**src/design/tas_pkg.sv**
```systemverilog
// ============================================================================
// tas_pkg
// Shared types and constants of the texture address sampler: store sizes,
// field widths, address mode and register codes, and the classified item.
// ============================================================================
`default_nettype none

package tas_pkg;

    localparam int MAX_DIM     = 256;
    localparam int STORE_DEPTH = 65536;

    localparam int TEXEL_W     = 32;
    localparam int COORD_IN_W  = 16;
    localparam int CFG_W       = 32;
    localparam int CFG_IDX_W   = 2;
    localparam int SIZE_REG_W  = 9;
    localparam int MODE_REG_W  = 2;

    localparam int DIM_W       = $clog2(MAX_DIM + 1);
    localparam int COORD_W     = $clog2(MAX_DIM);
    localparam int DIV_W       = DIM_W + 1;
    localparam int IDX_W       = $clog2(MAX_DIM * MAX_DIM);
    localparam int ADDR_W      = $clog2(STORE_DEPTH);

    localparam int MOD_BITS    = 4;
    localparam int MOD_STAGES  = COORD_IN_W / MOD_BITS;

    localparam int QUEUE_DEPTH = 2;
    localparam int QPTR_W      = $clog2(QUEUE_DEPTH);
    localparam int QCNT_W      = $clog2(QUEUE_DEPTH + 1);

    typedef enum logic [MODE_REG_W-1:0] {
        AM_WRAP,
        AM_MIRROR,
        AM_CLAMP,
        AM_BORDER
    } t_addr_mode;

    typedef enum logic [CFG_IDX_W-1:0] {
        CFG_ADDRESS_MODE,
        CFG_BORDER_COLOR,
        CFG_TEX_WIDTH,
        CFG_TEX_HEIGHT
    } t_cfg_index;

    typedef struct packed {
        t_addr_mode              address_mode;
        logic [TEXEL_W-1:0]      border_color;
        logic [SIZE_REG_W-1:0]   tex_width;
        logic [SIZE_REG_W-1:0]   tex_height;
    } t_cfg;

    typedef struct packed {
        logic                    sample;
        logic                    in_image;
        logic                    u_neg;
        logic                    v_neg;
        logic [COORD_IN_W-1:0]   u_abs;
        logic [COORD_IN_W-1:0]   v_abs;
        logic [COORD_W-1:0]      u_clamp;
        logic [COORD_W-1:0]      v_clamp;
        logic [DIM_W-1:0]        w;
        logic [DIM_W-1:0]        h;
        logic [DIV_W-1:0]        u_div;
        logic [DIV_W-1:0]        v_div;
        logic [TEXEL_W-1:0]      texel;
    } t_item;

endpackage

`default_nettype wire

```
**src/design/tas_front.sv**
```systemverilog
// ============================================================================
// tas_front
// Accepts items and classifies them: effective image size, sign and magnitude
// of each coordinate, clamped coordinates, inside test and modulo divisors.
// ============================================================================
`default_nettype none

module tas_front import tas_pkg::*; (
    input  logic                         i_valid,
    output logic                         o_ready,
    input  logic                         i_mode,
    input  logic signed [COORD_IN_W-1:0] i_coord_u,
    input  logic signed [COORD_IN_W-1:0] i_coord_v,
    input  logic [TEXEL_W-1:0]           i_texel_in,
    input  t_cfg                         i_cfg,
    input  logic                         i_queue_ready,
    output logic                         o_push,
    output t_item                        o_item
);

    function automatic logic [DIM_W-1:0] eff_size(logic [SIZE_REG_W-1:0] s);
        logic [DIM_W-1:0] r;
        if (s == '0) begin
            r = DIM_W'(1);
        end else if (32'(s) > 32'(MAX_DIM)) begin
            r = DIM_W'(MAX_DIM);
        end else begin
            r = DIM_W'(s);
        end
        return r;
    endfunction

    logic [DIM_W-1:0]      w;
    logic [DIM_W-1:0]      h;
    logic                  u_neg;
    logic                  v_neg;
    logic [COORD_IN_W-1:0] u_abs;
    logic [COORD_IN_W-1:0] v_abs;
    logic                  u_in;
    logic                  v_in;
    logic                  mirror;

    always_comb begin
        w      = eff_size(i_cfg.tex_width);
        h      = eff_size(i_cfg.tex_height);
        mirror = (i_cfg.address_mode == AM_MIRROR);
        u_neg  = i_coord_u[COORD_IN_W-1];
        v_neg  = i_coord_v[COORD_IN_W-1];
        u_abs  = u_neg ? COORD_IN_W'(-i_coord_u) : COORD_IN_W'(i_coord_u);
        v_abs  = v_neg ? COORD_IN_W'(-i_coord_v) : COORD_IN_W'(i_coord_v);
        u_in   = !u_neg && (u_abs < COORD_IN_W'(w));
        v_in   = !v_neg && (v_abs < COORD_IN_W'(h));

        o_item.sample   = i_mode;
        o_item.in_image = u_in && v_in;
        o_item.u_neg    = u_neg;
        o_item.v_neg    = v_neg;
        o_item.u_abs    = u_abs;
        o_item.v_abs    = v_abs;
        o_item.u_clamp  = u_neg ? '0 : (u_in ? COORD_W'(u_abs) : COORD_W'(w - DIM_W'(1)));
        o_item.v_clamp  = v_neg ? '0 : (v_in ? COORD_W'(v_abs) : COORD_W'(h - DIM_W'(1)));
        o_item.w        = w;
        o_item.h        = h;
        o_item.u_div    = mirror ? {w, 1'b0} : {1'b0, w};
        o_item.v_div    = mirror ? {h, 1'b0} : {1'b0, h};
        o_item.texel    = i_texel_in;
    end

    assign o_ready = i_queue_ready;
    assign o_push  = i_valid && i_queue_ready;

endmodule

`default_nettype wire

```
**config.mk**
```make
export PLATFORM = sky130hd
export DESIGN_NAME = tas_front
export DESIGN_NICKNAME = d
export VERILOG_FILES = /design/src/design/tas_pkg.sv /design/src/design/tas_front.sv
export SDC_FILE = /design/constraint.sdc
export NUM_CORES = 1
export LEC_CHECK = 0
export ABC_AREA = 1
export BUFFER_PORTS_ARGS = -buffer_cell sky130_fd_sc_hd__buf_2
export CAP_MARGIN = 10
export CORE_AREA = 3 3 92 94
export DETAILED_ROUTE_END_ITERATION = 16
export DIE_AREA = 0 0 95 97
export MAX_ROUTING_LAYER = met4
export PLACE_DENSITY = 0.84
export SLEW_MARGIN = 10
export SYNTH_ARGS = -nofsm -noshare
export SYNTH_HDL_FRONTEND = slang
export SYNTH_SLANG_ARGS = --single-unit
```
**constraint.sdc**
```tcl
create_clock -name vclk -period 4
set_clock_uncertainty 0.1 [all_clocks]
set_input_delay 0.2 -clock vclk [all_inputs]
set_output_delay 0.2 -clock vclk [all_outputs]
set_load 0.05 [all_outputs]
```
======== Word-level counts from Yosys, hierarchy flattened ========
Index checks and enable logic that the tools add are counted.
cells by class
  add/sub/neg operators ................... 4
  magnitude comparators ................... 4
  equal/unequal tests ..................... 1
  mux-type cells .......................... 12
  reductions and logical operators ........ 8
operators by type and width
  operator                                               number
  two-way mux 9 bit                                      4
  < comparator 16 x 9 -> 1 bit                           2
  two-way mux 16 bit                                     2
  two-way mux 8 bit                                      4
  negator 16 bit                                         2
  two-way mux 10 bit                                     2
  greater-than comparator 9 bit (second input constant)  2
  zero test 9 bit                                        2
  subtractor 8 x 1 -> 8 bit (second input constant)      2
  logical AND 1 bit                                      4
  equality test 2 x 1 -> 1 bit (second input constant)   1
  zero test 1 bit                                        2
word-level totals
  bits in registers ....................... 0
  input bits .............................. 119
  output and inout bits ................... 124
  word-level logic and storage cells ...... 29

======== Longest topological paths before layout ========
  depth in word-level cells ............... 7
  mapped depth ............................ 18
  depth with buffers taken out ............ 17

======== Worst setup path after synthesis ========
No wires, ideal clock.
  path kind ............................... input -> output
  start point ............................. input i_coord_u[15]
  end point ............................... output o_item[78] (netlist name)
  arrival time ............................ 3.596 ns
  data required time ...................... 3.700 ns
  slack ................................... 0.104 ns
  cell stages on the path ................. 14
  buffers on the path ..................... 3
  cell sequence ........................... buf_2 -> clkbuf_1 -> inv_1 -> or2_2 -> xor2_1 -> ha_1 -> a21oi_1 -> nor2_1 -> a211oi_1 -> nand2_1 -> nand2_4 -> buf_6 -> a21oi_1 -> nor2_1
RTL lines
  item                RTL line         source
  start: declaration  tas_front.sv:12  input logic signed [COORD_IN_W-1:0] i_coord_u,
  end: declaration    tas_front.sv:18  output t_item o_item

==> results by group <==
Status
  • Status: completed

Yosys
  • Yosys Warn Count: 0
  • Syn nets: 613
  • Cell Area, Synth: 2550 um2
  • Netlist cell types: 33
  • Syn_area_per_cell: 5.36 um2
  • Seq/Total Area, Yosys: 0
  • Post-Synthesis Cells: 475

Worst setup path
  • Worst-path cell chain: buf_2 -> inv_1 -> ha_1 -> nand2_1 -> nor3_2 -> or2_2 -> xor2_1 -> ha_1 -> nand2_1 -> nor2_1 -> a211oi_1 -> nand2_1 -> nand2_1 -> a21oi_1 -> nor2_1 -> buf_2
  • WP data arrival: 2960 ps
  • Critical path class: in -> out
  • Req. time, crit path: 3700 ps
  • CP max FO: 17
  • Crit path buffers/inverters: 3
  • CP delay by family, top: simple AND/OR/NAND/NOR gates
  • Critical Path Slowest Stage Cell: nand2_1
  • Setup crit end kind: primary output
  • Most frequent CP cell: nand2_1
  • Crit-path max cell delay: 470 ps
  • Crit path launch type: input pin

Finish
  • Most common cell after layout, fill and taps aside: buf_2
  • FF+latch count: 0
  • # nets final: slightly above 700
  • Diodes inserted: 0
  • Reg area: 0 um2
  • Area grow syn2layout: 19.1%
  • Layout cells sized above 1: 0.324
  • Most frequent cells in the layout: 145 x buf_2, 124 x nand2_1, 67 x inv_1
  • Layout Utilization: 0.392
  • Clkbuf count: 0

Floorplanning
  • # IOs: between 200 and 250
  • DIE AREA: 9220 um2
  • Chip height: 97 um
  • Die Width: 95 um
  • Initial Utilization: 0.330
  • # rows: 32
  • Core area: 7730 um2

Worst hold path
  • Hold Path Class: in -> out
  • Min-Delay Endpoint: o_item[14]
  • Hold Crit Depth: 0
  • Worst Min Path Start: i_texel_in[14]

Global route
  • All-Layer GR Usage: 0.169
  • Number of global-route vias before repair: 2618
  • First-pass GRT wire length: around 13000 um
  • Remaining Overflow, GRT: 0
  • Initial antenna violation count: 0
  • Largest net degree at the start of global routing: 26

Drt
  • ANT nets after route: 0
  • WL per Instance: between 10 and 15 um
  • Vias: 3073
  • Post-DR vias/cell: between 4 and 5
  • DR DRC count: 0
  • Detailed Route Iter0 Violations: 152
  • Initial DRT Pass Iterations: 4
  • Final WL: 8170 um

Timing
  • Hold Fails Final Rpt: 0
  • Slew Limit Fails: 0
  • Final period util: 0.816
  • Setup violators final: 0
  • WHS: 300 ps
  • Maximum clock rate: 307 MHz
  • Worst slew pin tran: about 640 ps
  • Tmin final: around 3300 ps
  • Final setup TNS: 0 ps
  • Max-slew headroom at the worst pin: 0.574
  • RSZ-0062 raised after global routing: no

Job
  • Max-Cap Viols: 0

Clock network
  • Post-cts hold buffer count: 0
  • Post-CTS Setup Repair Bufs: 0
  • PostCTS Resize Cnt: 0

Power
  • Worst vdd ir: 0.0901 mV
  • Leak: approximately 1.9 nW
  • Power Density: 201 nW/um2

Placement
  • Port Buffers: 145
  • GP Congestion: 0.899
  • Hpwl dp: around 7000 um
## layer usage
layer | up-vias | track usage | share of wire
li1 | 1622 | - | -
met1 | 1352 | 0.238 | 0.45
met4 | 0 | 0.0244 | 0.012
met5 | - | - | 0
met2 | 85 | 0.269 | 0.47
met3 | 14 | 0.0109 | 0.059
## worst max-delay path by stage
stage                        startpoint         end  slack [ps]  cells after the start
after detailed placement   i_coord_v[1]  o_item[75]         750                     16
final                      i_coord_v[1]  o_item[75]         740                     16
after global routing       i_coord_v[1]  o_item[75]         440                     16
after CTS                  i_coord_v[1]  o_item[75]         750                     16
after floorplan           i_coord_u[15]  o_item[78]         100                     14
after global placement     i_coord_v[1]  o_item[75]         770                     16
## cells in the mapped netlist (4+ instances only)
| master | number | share of area |
|---|---|---|
| nand2_1 | 124 | 0.18 |
| inv_1 | 67 | 0.099 |
| inv_2 | 10 | 0.015 |
| nor2_4 | 4 | 0.018 |
| ha_1 | 19 | 0.093 |
| xor2_1 | 27 | 0.093 |
| o21ai_0 | 25 | 0.049 |
| clkbuf_1 | 8 | 0.012 |
| buf_4 | 39 | 0.11 |
| a21oi_1 | 15 | 0.029 |
| nor3_1 | 5 | 0.0098 |
| nor2_1 | 57 | 0.084 |
| nand3_1 | 35 | 0.069 |
| a21oi_2 | 7 | 0.024 |
## logic make-up (layout without fill, tap and decap cells)
logic type	count (synthesis)	count (layout)	share of synthesized area
XOR/XNOR	31	31	0.112
AO/OA/AOI/OAI	51	51	0.114
AND/OR/NAND/NOR	244	244	0.419
buffers and inverters	130	223	0.261
adder cells (fa/ha/maj)	19	19	0.0933
## through the flow
stage | area, um2 | setup slack (ps) | power [mW] | instances
2_1_floorplan | 2550 | 104 | 0.561 | 475
5_1_grt | 3030 | 440 | 0.660 | 670
4_1_cts | 3030 | 750 | 0.612 | 670
3_5_place_dp | 3030 | 751 | 0.610 | 670
6_report | 3030 | 738 | 0.611 | 670
3_3_place_gp | 3030 | 768 | 0.605 | 670
## final cells by class
class / count / area (um2)
inverter: 77 / 289
fill: 869 / 4690
multi-input combinational: 345 / 1880
timing repair buffer: 146 / 733
tap: 102 / 128
## where the power goes
group          internal (mW)  leakage (nW)  switching [mW]
logic                  0.150          1.88           0.461
registers                  0             0               0
clock network              0             0               0
Power figures use the tool's default switching activity.
