===== config.mk =====
export PLATFORM = sky130hd
export DESIGN_NAME = tas_queue
export DESIGN_NICKNAME = d
export VERILOG_FILES = /design/src/design/tas_pkg.sv /design/src/design/tas_queue.sv
export SDC_FILE = /design/constraint.sdc
export NUM_CORES = 1
export LEC_CHECK = 0
export BUFFER_PORTS_ARGS = -buffer_cell sky130_fd_sc_hd__clkbuf_2
export CAP_MARGIN = 15
export CORE_MARGIN = 2
export CORE_UTILIZATION = 32
export DETAILED_ROUTE_END_ITERATION = 8
export PLACE_DENSITY = 0.58
export SYNTH_ARGS = -nofsm -noshare
export SYNTH_HDL_FRONTEND = slang
export SYNTH_SLANG_ARGS = --single-unit
export TNS_END_PERCENT = 100

===== constraint.sdc =====
create_clock -name i_clk -period 16.56 [get_ports i_clk]
set_clock_uncertainty 0.2 [all_clocks]
set_input_delay 0.828 -clock i_clk [delete_from_list [all_inputs] [get_ports i_clk]]
set_output_delay 0.828 -clock i_clk [all_outputs]
set_load 0.02 [all_outputs]

===== src/design/tas_pkg.sv =====
// ============================================================================
// tas_pkg
// Shared types and constants of the texture address sampler: store sizes,
// field widths, address mode and register codes, and the classified item.
// ============================================================================
`default_nettype none

package tas_pkg;

    localparam int MAX_DIM     = 256;
    localparam int STORE_DEPTH = 65536;

    localparam int TEXEL_W     = 32;
    localparam int COORD_IN_W  = 16;
    localparam int CFG_W       = 32;
    localparam int CFG_IDX_W   = 2;
    localparam int SIZE_REG_W  = 9;
    localparam int MODE_REG_W  = 2;

    localparam int DIM_W       = $clog2(MAX_DIM + 1);
    localparam int COORD_W     = $clog2(MAX_DIM);
    localparam int DIV_W       = DIM_W + 1;
    localparam int IDX_W       = $clog2(MAX_DIM * MAX_DIM);
    localparam int ADDR_W      = $clog2(STORE_DEPTH);

    localparam int MOD_BITS    = 4;
    localparam int MOD_STAGES  = COORD_IN_W / MOD_BITS;

    localparam int QUEUE_DEPTH = 2;
    localparam int QPTR_W      = $clog2(QUEUE_DEPTH);
    localparam int QCNT_W      = $clog2(QUEUE_DEPTH + 1);

    typedef enum logic [MODE_REG_W-1:0] {
        AM_WRAP,
        AM_MIRROR,
        AM_CLAMP,
        AM_BORDER
    } t_addr_mode;

    typedef enum logic [CFG_IDX_W-1:0] {
        CFG_ADDRESS_MODE,
        CFG_BORDER_COLOR,
        CFG_TEX_WIDTH,
        CFG_TEX_HEIGHT
    } t_cfg_index;

    typedef struct packed {
        t_addr_mode              address_mode;
        logic [TEXEL_W-1:0]      border_color;
        logic [SIZE_REG_W-1:0]   tex_width;
        logic [SIZE_REG_W-1:0]   tex_height;
    } t_cfg;

    typedef struct packed {
        logic                    sample;
        logic                    in_image;
        logic                    u_neg;
        logic                    v_neg;
        logic [COORD_IN_W-1:0]   u_abs;
        logic [COORD_IN_W-1:0]   v_abs;
        logic [COORD_W-1:0]      u_clamp;
        logic [COORD_W-1:0]      v_clamp;
        logic [DIM_W-1:0]        w;
        logic [DIM_W-1:0]        h;
        logic [DIV_W-1:0]        u_div;
        logic [DIV_W-1:0]        v_div;
        logic [TEXEL_W-1:0]      texel;
    } t_item;

endpackage

`default_nettype wire


===== src/design/tas_queue.sv =====
// ============================================================================
// tas_queue
// Short queue of classified items between the front and the back, so that
// each side can stall on its own.
// ============================================================================
`default_nettype none

module tas_queue import tas_pkg::*; (
    input  logic  i_clk,
    input  logic  i_rst_n,
    input  logic  i_push,
    input  t_item i_item,
    output logic  o_ready,
    output logic  o_valid,
    input  logic  i_pop_ready,
    output t_item o_item
);

    t_item              r_entry [QUEUE_DEPTH];
    logic [QPTR_W-1:0]  r_wr_ptr;
    logic [QPTR_W-1:0]  r_rd_ptr;
    logic [QCNT_W-1:0]  r_count;
    logic               pop;

    function automatic logic [QPTR_W-1:0] next_ptr(logic [QPTR_W-1:0] p);
        return (32'(p) == QUEUE_DEPTH - 1) ? '0 : p + QPTR_W'(1);
    endfunction

    assign o_ready = (32'(r_count) < QUEUE_DEPTH);
    assign o_valid = (r_count != '0);
    assign o_item  = r_entry[r_rd_ptr];
    assign pop     = o_valid && i_pop_ready;

    always_ff @(posedge i_clk) begin
        if (!i_rst_n) begin
            r_wr_ptr <= '0;
            r_rd_ptr <= '0;
            r_count  <= '0;
        end else begin
            if (i_push) begin
                r_wr_ptr <= next_ptr(r_wr_ptr);
            end
            if (pop) begin
                r_rd_ptr <= next_ptr(r_rd_ptr);
            end
            if (i_push && !pop) begin
                r_count <= r_count + QCNT_W'(1);
            end else if (pop && !i_push) begin
                r_count <= r_count - QCNT_W'(1);
            end
        end
    end

    always_ff @(posedge i_clk) begin
        if (i_push) begin
            r_entry[r_wr_ptr] <= i_item;
        end
    end

    a_count_range: assert property (@(posedge i_clk) disable iff (!i_rst_n)
        32'(r_count) <= QUEUE_DEPTH)
        else $error("Queue fill count exceeds its depth.");

    a_push_grows: assert property (@(posedge i_clk) disable iff (!i_rst_n)
        i_push && !pop |=> r_count == $past(r_count) + QCNT_W'(1))
        else $error("Queue did not grow on a push without a pop.");

    a_pop_shrinks: assert property (@(posedge i_clk) disable iff (!i_rst_n)
        pop && !i_push |=> r_count == $past(r_count) - QCNT_W'(1))
        else $error("Queue did not shrink on a pop without a push.");

endmodule

`default_nettype wire


# Yosys cells after proc, flatten, opt, wreduce, memory -nomap -nowiden

Memories as Yosys holds them, arrays and structs flattened. A register that Yosys moved wholly into a read port is not among the register bits.
Cells that the tools add are included.
W data, S select, Z words.

Add/subtract/negate cells: 4
Multiply operators: 0
Reduce and logical (&&, ||, !) cells: 7
Shifts and indexed selects: 0
Div/mod/pow operators: 0
Mux-type cells: 8
Equality and inequality tests: 0
Bitwise operators: 0
Order comparisons: 1

Operators with widths:

| cell                  | count |
|---|---|
| $mux W1               | 6 |
| $mux W2               | 2 |
| $reduce_bool A2 Y1    | 2 |
| $logic_and A1 B1 Y1   | 3 |
| $add A1 B1 Y1 const B | 2 |
| $add A2 B1 Y2 const B | 1 |
| $logic_not A1 Y1      | 2 |
| $lt A2 B2 Y1 const B  | 1 |
| $sub A2 B1 Y2 const B | 1 |

Register bits: 4
ROM bits: 0
RAM bits: 244
Bits in latches: 0
Memories: 1
Output and inout bits: 124

Memory list:

| memory  | depth | bits a word | rd ports | clocked after memory_dff | write ports | line            | RTL |
|---|---|---|---|---|---|---|---|
| r_entry | 2     | 122         | 1        | 1                        | 1           | tas_queue.sv:19 | `t_item r_entry [QUEUE_DEPTH];` |

# Depth between registers and ports, before layout

Gate-level depths: netlist of run 1.

Word-level depth: 5
Depth in mapped cells: 5
Gate-level depth less buffers: 5

# Least setup slack after synthesis of run 1

No wires, ideal clock.

Kind: input -> register
Start: input i_push
End: memory r_entry[0][0] (netlist name), enable pin
Data required time: 15741 ps
Cell stages on the path: 1
Library setup time: 619 ps
Slack: 9590 ps
Path buffers: 0
Arrival time: 6151 ps
Cell sequence: nor2b_1

Longest elaborated chain between the ends: 2

RTL lines:

| what                          | line            | RTL |
|---|---|---|
| start: declaration            | tas_queue.sv:11 | `input logic i_push,` |
| $mux W1                       | tas_queue.sv:55 | `if (i_push) begin` |
| $mux W1 (not written as such) | tas_queue.sv:56 | `r_entry[r_wr_ptr] <= i_item;` |
| end: declaration              | tas_queue.sv:19 |  |

No other way between the ends.

==> results of run 1 <==
==> layout by cell type (no fill, tap or decap) <==
cell type	count
o21ai_0	1
o21a_1	1
xor2_1	1
nor2b_4	1
buf_4	5
xnor2_1	2
clkbuf_16	27
edfxtp_1	244
inv_1	1
dfxtp_1	4
and2_1	3
clkinv_2	3
a21boi_1	1
buf_16	1
ha_1	1
or3_1	1
clkbuf_2	249
bufinv_16	2
clkinvlp_4	1
o21ai_1	1
dfxtp_4	1
nor2b_1	1
mux2_4	80
clkinv_1	5
mux2_2	42
clkbuf_1	6
or2_2	1
and2_4	1
==> cell families (layout without fill, tap and decap cells) <==
logic type / count (synthesis) / in the layout / synth area share (%)
multiplexers: 122 / 122 / 17.9
AND/OR/NAND/NOR: 8 / 8 / 0.535
buffers and inverters: 15 / 300 / 1.50
XOR/XNOR: 3 / 3 / 0.281
flip-flops: 249 / 249 / 79.4
AO/OA/AOI/OAI: 4 / 4 / 0.267
adder cells (fa/ha/maj): 1 / 1 / 0.134
==> registers in the layout, summed over array words and instances (netlist names), named ones only <==
signal / count
r_entry: 244
r_wr_ptr: 1
r_rd_ptr: 1
r_count: 2
==> layout make-up <==
cell class / instances / area, um^2 / share of cell area (%)
tap: 384 / 480 / 4.06
multi-input combinational: 138 / 1800 / 15.2
timing repair buffer: 255 / 1310 / 11.1
clock buffer: 33 / 698 / 5.90
sequential: 249 / 7430 / 62.8
inverter: 1 / 3.75 / 0.0317
clock inverter: 11 / 101 / 0.857
==> through the flow <==
stage | power (W) | cell area (um^2)
2_1_floorplan | 0.00111 | 9360
3_3_place_gp | 0.00122 | 11000
3_5_place_dp | 0.00123 | 11000
4_1_cts | 0.00178 | 11800
5_1_grt | 0.00183 | 11800
6_report | 0.00175 | 11800
==> metal layers <==
metal / global-route usage [%] / wire, um
met5: 0 / 0
met4: 3.51 / 381
met2: 19.5 / 8740
met3: 3.61 / 1530
met1: 12.8 / 7020
==> power by group <==
part           switching (W)  internal, W  leakage [nW]
Combinational       0.000254     0.000208          1.85
Sequential         0.0000133     0.000733          2.33
Clock               0.000217     0.000326         0.388
==> critical path, cell delays in order (launching register included) <==
cell,delay (ns)
dfxtp_4,0.40
buf_4,0.76
mux2_2,0.43
clkbuf_2,0.16
==> worst paths after layout <==
| path | slack, ns | end | start |
|---|---|---|---|
| hold reg to reg | 0.34 | r_count[1] | r_count[1] |
| setup reg to reg | 13.95 | r_entry[1][79] | r_wr_ptr |
| setup / recovery | 13.19 | o_item[3] | register |
| hold / removal | 0.30 | r_entry[1][3] | i_item[3] |
==> synthesized netlist by cell type, drive strengths merged <==
master,n
mux2,122
or2,1
and2,4
xnor2,2
dfxtp,5
edfxtp,244
inv,1
nor2b,2
buf,14
xor2,1
a21boi,1
ha,1
o21ai,2
or3,1
o21a,1
==> impl_metrics.toml, run 1 <==
[finish]
fill_cells = 2612
utilization_pct = 41.1
final_cells = 1071
finalNetCount = 798
drive_gt1_share_pct = 60.3
diodes = 0
synthToLayoutAreaGrowth_pct = 26.4

[global_routing]
grt-ovfl-total = 0
gr-usage-all-layers_pct = 11.1
grt_first_pass_wirelength_um = 26900
grt_max_degree = 84
antenna_found_initial = 0
grt_pass1_vias = 5101

[synthesis]
yosysUniqueCellTypes = 19
syn_avg_cell_area_um2 = 23.3
ys_seq_elements = 249
synth_largest_area_cell = "edfxtp_1"
synth_nets = 529
syn_inst = 402
synth_area_um2 = 9360
yosysWarnings = 0
synth_top_area_share_pct = 78.3
synth.area.top_cells = "edfxtp_1 (78%), mux2_4 (13%), mux2_2 (5.1%), buf_6 (1.1%), dfxtp_1 (1.1%)"
yosysSeqAreaShare_pct = 79.4

[clock_network]
h-tree-depth = 1
root_buffer = "clkbuf_16"
clk_latency_ns = 0.51
clockBufferDepth = 3
clkTransAtPathRegs_ns = 0.06
cts.hold.buffers_added = 0
cts_buffers = 26
cts_setup_buffers = 0
cts_resized = 0
cts_sinks = 249
cts_tree = "done"

[worst_setup_path]
cp-start-kind = "register"
crit_fanout = 64
path_class = "reg -> out"
worstPathRequired_ns = 15.53
arrival_ns = 2.34
end_kind = "output port"
r2r_cells = 2

[place]
place_ws_ns = 13.32
dp_cells = 1026
routabilityCongestion = 0.715
io_buffers = 249
dp_hpwl_um = 11800

[detailed_routing]
wl_um = 17700
first_pass_iters = 4
vias_per_cell = 4.28
initialDrtViolationCount = 230
ant_nets = 0
drcViolationCount = 0
vias = 4579
wl_per_cell_um = 16.5

[sta]
final_max_slew_viol_count = 0
final.period_utilization_pct = 20.3
tns_ns = 0
fin_hold_ws_ns = 0.297
rsz0062_at_grt = "no"
slew_headroom_pct = 32.3
worst_slew_pin_slew_ns = 1.02
hold_viol_final = 0
finalCriticalPeriod_ns = 3.37
timing.fmax_ghz = 0.297
fin_ws_ns = 13.19
setup-violations-final = 0

[die]
core_area_um2 = 28800
num_io_pins = 250
dieHeight_um = 175
dieArea_um2 = 30600
die_w_um = 175
fp-row-count = 62
start_util_pct = 32.5

[power]
cellLeakagePower_nw = 4.57
p_per_area_nw_per_um2 = 148
peakVddDrop_v = 0.0000832

[hold_path]
whs_path_depth = 1
hold_path_class = "in -> reg"

[job]
cap_violations = 0

[status]
status = "complete, no violations"
No activity file was read; power rests on OpenSTA's default activity.
==> run 2, diff against run 1 <==
--- a/config.mk
+++ b/config.mk
@@ -10,7 +10,7 @@
 export CORE_MARGIN = 2
 export CORE_UTILIZATION = 32
 export DETAILED_ROUTE_END_ITERATION = 8
-export PLACE_DENSITY = 0.58
+export PLACE_DENSITY = 0.6
 export SYNTH_ARGS = -nofsm -noshare
 export SYNTH_HDL_FRONTEND = slang
 export SYNTH_SLANG_ARGS = --single-unit
==> constraint.sdc (replaced) <==
create_clock -name i_clk -period 2.7 [get_ports i_clk]
set_clock_uncertainty 0.2 [all_clocks]
set_input_delay 0.135 -clock i_clk [delete_from_list [all_inputs] [get_ports i_clk]]
set_output_delay 0.135 -clock i_clk [all_outputs]
set_load 0.02 [all_outputs]
==> impl_metrics.toml, run 2 (synthesis gave the netlist of run 1 again) <==
[status]
status = "complete, no violations"

[place]
post_dp_cell_area_um2 = 11200
place_ws_ns = 0.832
dp_hpwl_um = 12900
io_buffers = 249
routabilityCongestion = 0.709

[detailed_routing]
wl_um = 19700
vias_per_cell = 4.25
wl_per_cell_um = 16.1
initialDrtViolationCount = 226
vias = 5181
drcViolationCount = 0
ant_nets = 0
first_pass_iters = 4

[sta]
worst_slew_pin_slew_ns = 0.750
final.period_utilization_pct = 86.6
finalCriticalPeriod_ns = 2.34
final_max_slew_viol_count = 0
fin_ws_ns = 0.362
slew_headroom_pct = 49.9
rsz0062_at_grt = "no"
setup-violations-final = 0
hold_viol_final = 0
fin_hold_ws_ns = 0.140
timing.fmax_ghz = 0.428

[clock_network]
cts_buffers = 27
cts_tree = "done"
cts_setup_buffers = 0
clockBufferDepth = 3
cts_sinks = 249
clk_latency_ns = 0.52
root_buffer = "clkbuf_16"
cts_resized = 0
clkTransAtPathRegs_ns = 0.05
h-tree-depth = 1

[finish]
drive_gt1_share_pct = 52.6
final_cell_mix = "clkbuf_2 (249), edfxtp_1 (244), dlygate4sd3_1 (126)"
finalNetCount = 941
layout_commonest_cell = "clkbuf_2"
reg_top3 = "r_entry (244), r_count (2)"
final_area_um2 = 13400
largest_reg_flops = 244
top_register = "r_entry"
synthToLayoutAreaGrowth_pct = 42.8

[global_routing]
grt_max_degree = 46
antenna_found_initial = 1
grt-ovfl-total = 0
gr-usage-all-layers_pct = 12.4
grt_first_pass_wirelength_um = 29800
grt_pass1_vias = 5540

[worst_setup_path]
r2r_cells = 3
cp_slowest_cell = "dfxtp_4"
slowest_delay_ns = 0.57
end_kind = "output port"
crit_fanout = 45
worstPathRequired_ns = 2.37
cp-start-kind = "register"
cp_cell_sequence = "buf_12 > mux2_2 > clkbuf_2"
path_buf_inv = 2
path_delay_family = "flip-flops"
arrival_ns = 2.00
path_class = "reg -> out"
crit_cells = 3

[die]
start_util_pct = 32.5
dieArea_um2 = 30600
die_w_um = 175
dieHeight_um = 175
num_io_pins = 250
fp-row-count = 62
core_area_um2 = 28800

[job]
cap_violations = 0

[hold_path]
hold_path_class = "in -> reg"
whs_path_depth = 2

[power]
cellLeakagePower_nw = 5.23
p_per_area_nw_per_um2 = 837
peakVddDrop_v = 0.000634
run 2: cell types whose count changed in the layout (fill, tap and decap cells not counted), moves of 3 or more:
| cell | delta |
|---|---|
| buf_4 | +9 |
| clkinv_2 | +3 |
| clkinv_1 | -3 |
| dlygate4sd3_1 | +126 |
| clkinvlp_4 | +3 |
| buf_12 | +8 |
run 2: worst paths after layout:
kind	from	end	slack, ns
setup / recovery	register	o_item[13]	0.36
hold / removal	i_item[110]	r_entry[0][110]	0.14
setup reg to reg	r_wr_ptr	r_wr_ptr	0.76
hold reg to reg	r_count[1]	r_count[1]	0.35
run 2: where the power goes:
part	internal (W)	total (W)	leakage [nW]	switching (W)
clock network	0.00213	0.00355	0.415	0.00142
registers	0.00449	0.00462	2.33	0.000130
logic	0.00144	0.00301	2.48	0.00157
total	0.00806	0.0112	5.23	0.00312
run 2: cell type report:
cell class | count | area (um^2)
tap | 384 | 480
clock buffer | 34 | 702
inverter | 1 | 3.75
clock inverter | 16 | 166
sequential | 249 | 7430
fill | 2462 | 15400
antenna | 1 | 2.50
timing repair buffer | 397 | 2770
multi-input combinational | 138 | 1800
run 2: timing repair:
action                                  CTS  global route
endpoints found under the setup margin    0             0
hold endpoints to repair                256             0
hold buffers                            126             0
run 2: worst register-to-register path: cells and delay by family (launching register included):
family                 cells  cell delay [ns]
and+or+nand+nor            1             0.60
DFF                        1             0.33
buffers and inverters      1             0.53
AOI/OAI and AO/OA          1             0.22
run 2: through the flow:
step / power (W) / utilization, % / TNS [ns] / instances
floorplan: 0.00681 / - / -7.12 / 402
global placement: 0.00758 / 39.0 / 0 / 1043
detailed placement: 0.00760 / 39.0 / 0 / 1043
CTS: 0.0113 / 46.4 / 0 / 1219
global route: 0.0116 / 46.4 / 0 / 1219
finish: 0.0112 / 46.4 / 0 / 1220
run 2: per-layer routing:
layer / global-route usage (%) / up-vias / routed length (um)
met5: 0 / - / 0
li1: - / 2428 / -
met3: 2.87 / 37 / 1240
met4: 3.82 / 0 / 493
met2: 21.9 / 191 / 9850
met1: 15.0 / 2525 / 8070
==> run 3, diff against run 2 <==
--- a/config.mk
+++ b/config.mk
@@ -6,10 +6,11 @@
 export NUM_CORES = 1
 export LEC_CHECK = 0
 export BUFFER_PORTS_ARGS = -buffer_cell sky130_fd_sc_hd__clkbuf_2
-export CAP_MARGIN = 15
 export CORE_MARGIN = 2
 export CORE_UTILIZATION = 32
+export CTS_BUF_LIST = sky130_fd_sc_hd__clkbuf_8
 export DETAILED_ROUTE_END_ITERATION = 8
+export GPL_TIMING_DRIVEN = 0
 export PLACE_DENSITY = 0.6
 export SYNTH_ARGS = -nofsm -noshare
 export SYNTH_HDL_FRONTEND = slang
==> impl_metrics.toml, run 3 (synthesis gave the netlist of run 1 again) <==
[clock_network]
clk_latency_ns = 0.54
cts_resized = 0
cts_sinks = 249
root_buffer = "clkbuf_8"
clockBufferDepth = 3
cts_tree = "done"
h-tree-depth = 2
cts_buffers = 43
clkTransAtPathRegs_ns = 0.06

[global_routing]
gr-usage-all-layers_pct = 12.6
grt_max_degree = 52
grt_pass1_vias = 5551
grt_first_pass_wirelength_um = 30100
antenna_found_initial = 1
grt-ovfl-total = 0

[worst_setup_path]
end_kind = "output port"
cp-start-kind = "register"
ff2ff_setup_slack_ns = 0.52
path_class = "reg -> out"
worstPathRequired_ns = 2.37
crit_fanout = 10
arrival_ns = 1.86

[die]
num_io_pins = 250
core_area_um2 = 28800
start_util_pct = 32.5
dieHeight_um = 175
die_w_um = 175
fp-row-count = 62
dieArea_um2 = 30600

[finish]
fill_cells = 2503
final_area_um2 = 13400
final_cell_mix = "clkbuf_2 (249), edfxtp_1 (244), dlygate4sd3_1 (128)"
top_register = "r_entry"
finalNetCount = 957
drive_gt1_share_pct = 52.4
synthToLayoutAreaGrowth_pct = 42.9
seqCellArea_um2 = 7430
final_cells = 1247
multi_input_area_um2 = 1800
reg_top3 = "r_entry (244), r_count (2)"
layout_commonest_cell = "clkbuf_2"
largest_reg_flops = 244

[power]
switchingPower_w = 0.00321
p_clk_share_pct = 30.1
p_sw_share_pct = 28.9
p_int_w = 0.00790
cellLeakagePower_nw = 5.29
p_per_area_nw_per_um2 = 831
combPwrFrac_pct = 28.9
p_seq_share_pct = 41.0
peakVddDrop_v = 0.000415

[sta]
setup-violations-final = 0
final_max_slew_viol_count = 0
finalCriticalPeriod_ns = 2.19
timing.fmax_ghz = 0.456
slew_headroom_pct = 50.8
rsz0062_at_grt = "no"
fin_ws_ns = 0.505
hold_viol_final = 0
final.period_utilization_pct = 81.3
worst_slew_pin_slew_ns = 0.737

[detailed_routing]
vias_per_cell = 4.17
wl_um = 19600
vias = 5198
first_pass_iters = 4
initialDrtViolationCount = 187
drcViolationCount = 0
wl_per_cell_um = 15.7
ant_nets = 0

[place]
io_buffers = 249
routabilityCongestion = 0.704
dp_hpwl_um = 12700
place_ws_ns = 0.706
dp_cells = 1041
post_dp_cell_area_um2 = 11200

[status]
status = "complete, no violations"

[hold_path]
hold_path_class = "in -> reg"

[job]
cap_violations = 0
==> run 3: through the flow <==
stage	utilization, %	TNS [ns]	hold WS, ns	power (W)
6_report	46.5	0	0.116	0.0111
5_1_grt	46.5	0	0.0834	0.0116
3_3_place_gp	38.5	-245.06	0.123	0.00769
4_1_cts	46.4	0	0.0725	0.0113
2_1_floorplan	-	-7.12	0.0339	0.00681
3_5_place_dp	39.0	0	0.127	0.00772
==> run 3: path summary, 6_finish.rpt <==
kind	cells past startpoint	start	endpoint
max	5	register	o_item[65]
min	2	i_item[97]	r_entry[1][97]
max reg2reg	5	r_count[1]	r_count[1]
min reg2reg	2	r_count[1]	r_count[1]
==> run 3: timing repair <==
item	4_1_cts	5_1_grt
setup buffers	0	0
endpoints found under the hold margin	265	0
hold buffers	128	0
==> run 3: area by class of cell <==
| cell class | instances | share of cell area (%) |
|---|---|---|
| Antenna cell | 1 | 0.0187 |
| Buffer | 14 | 1.02 |
| Clock buffer | 47 | 4.84 |
| Clock inverter | 30 | 1.57 |
| Inverter | 1 | 0.0281 |
| Multi-Input combinational cell | 138 | 13.4 |
| Sequential cell | 249 | 55.6 |
| Tap cell | 384 | 3.59 |
| Timing Repair Buffer | 383 | 19.9 |
==> run 3: worst max-delay path: stages, from the launching register on <==
cell and delay (ns):
dfxtp_1 0.32, buf_6 0.11, buf_8 0.18, buf_6 0.21, mux2_4 0.31, clkbuf_2 0.18
==> run 3: power groups by stage <==
stage          clock network [W]  logic [W]  registers (W)
2_1_floorplan                  0    0.00218        0.00463
3_3_place_gp                   0    0.00305        0.00464
3_5_place_dp                   0    0.00308        0.00464
4_1_cts                  0.00349    0.00327        0.00456
5_1_grt                  0.00364    0.00342        0.00457
6_report                 0.00334    0.00321        0.00456
==> run 3: routing by layer <==
layer | wire, um | global-route usage (%) | up-vias
met5 | 0 | 0 | -
met2 | 9710 | 21.7 | 204
li1 | - | - | 2471
met3 | 1470 | 4.09 | 56
met4 | 715 | 5.69 | 0
met1 | 7670 | 14.4 | 2467
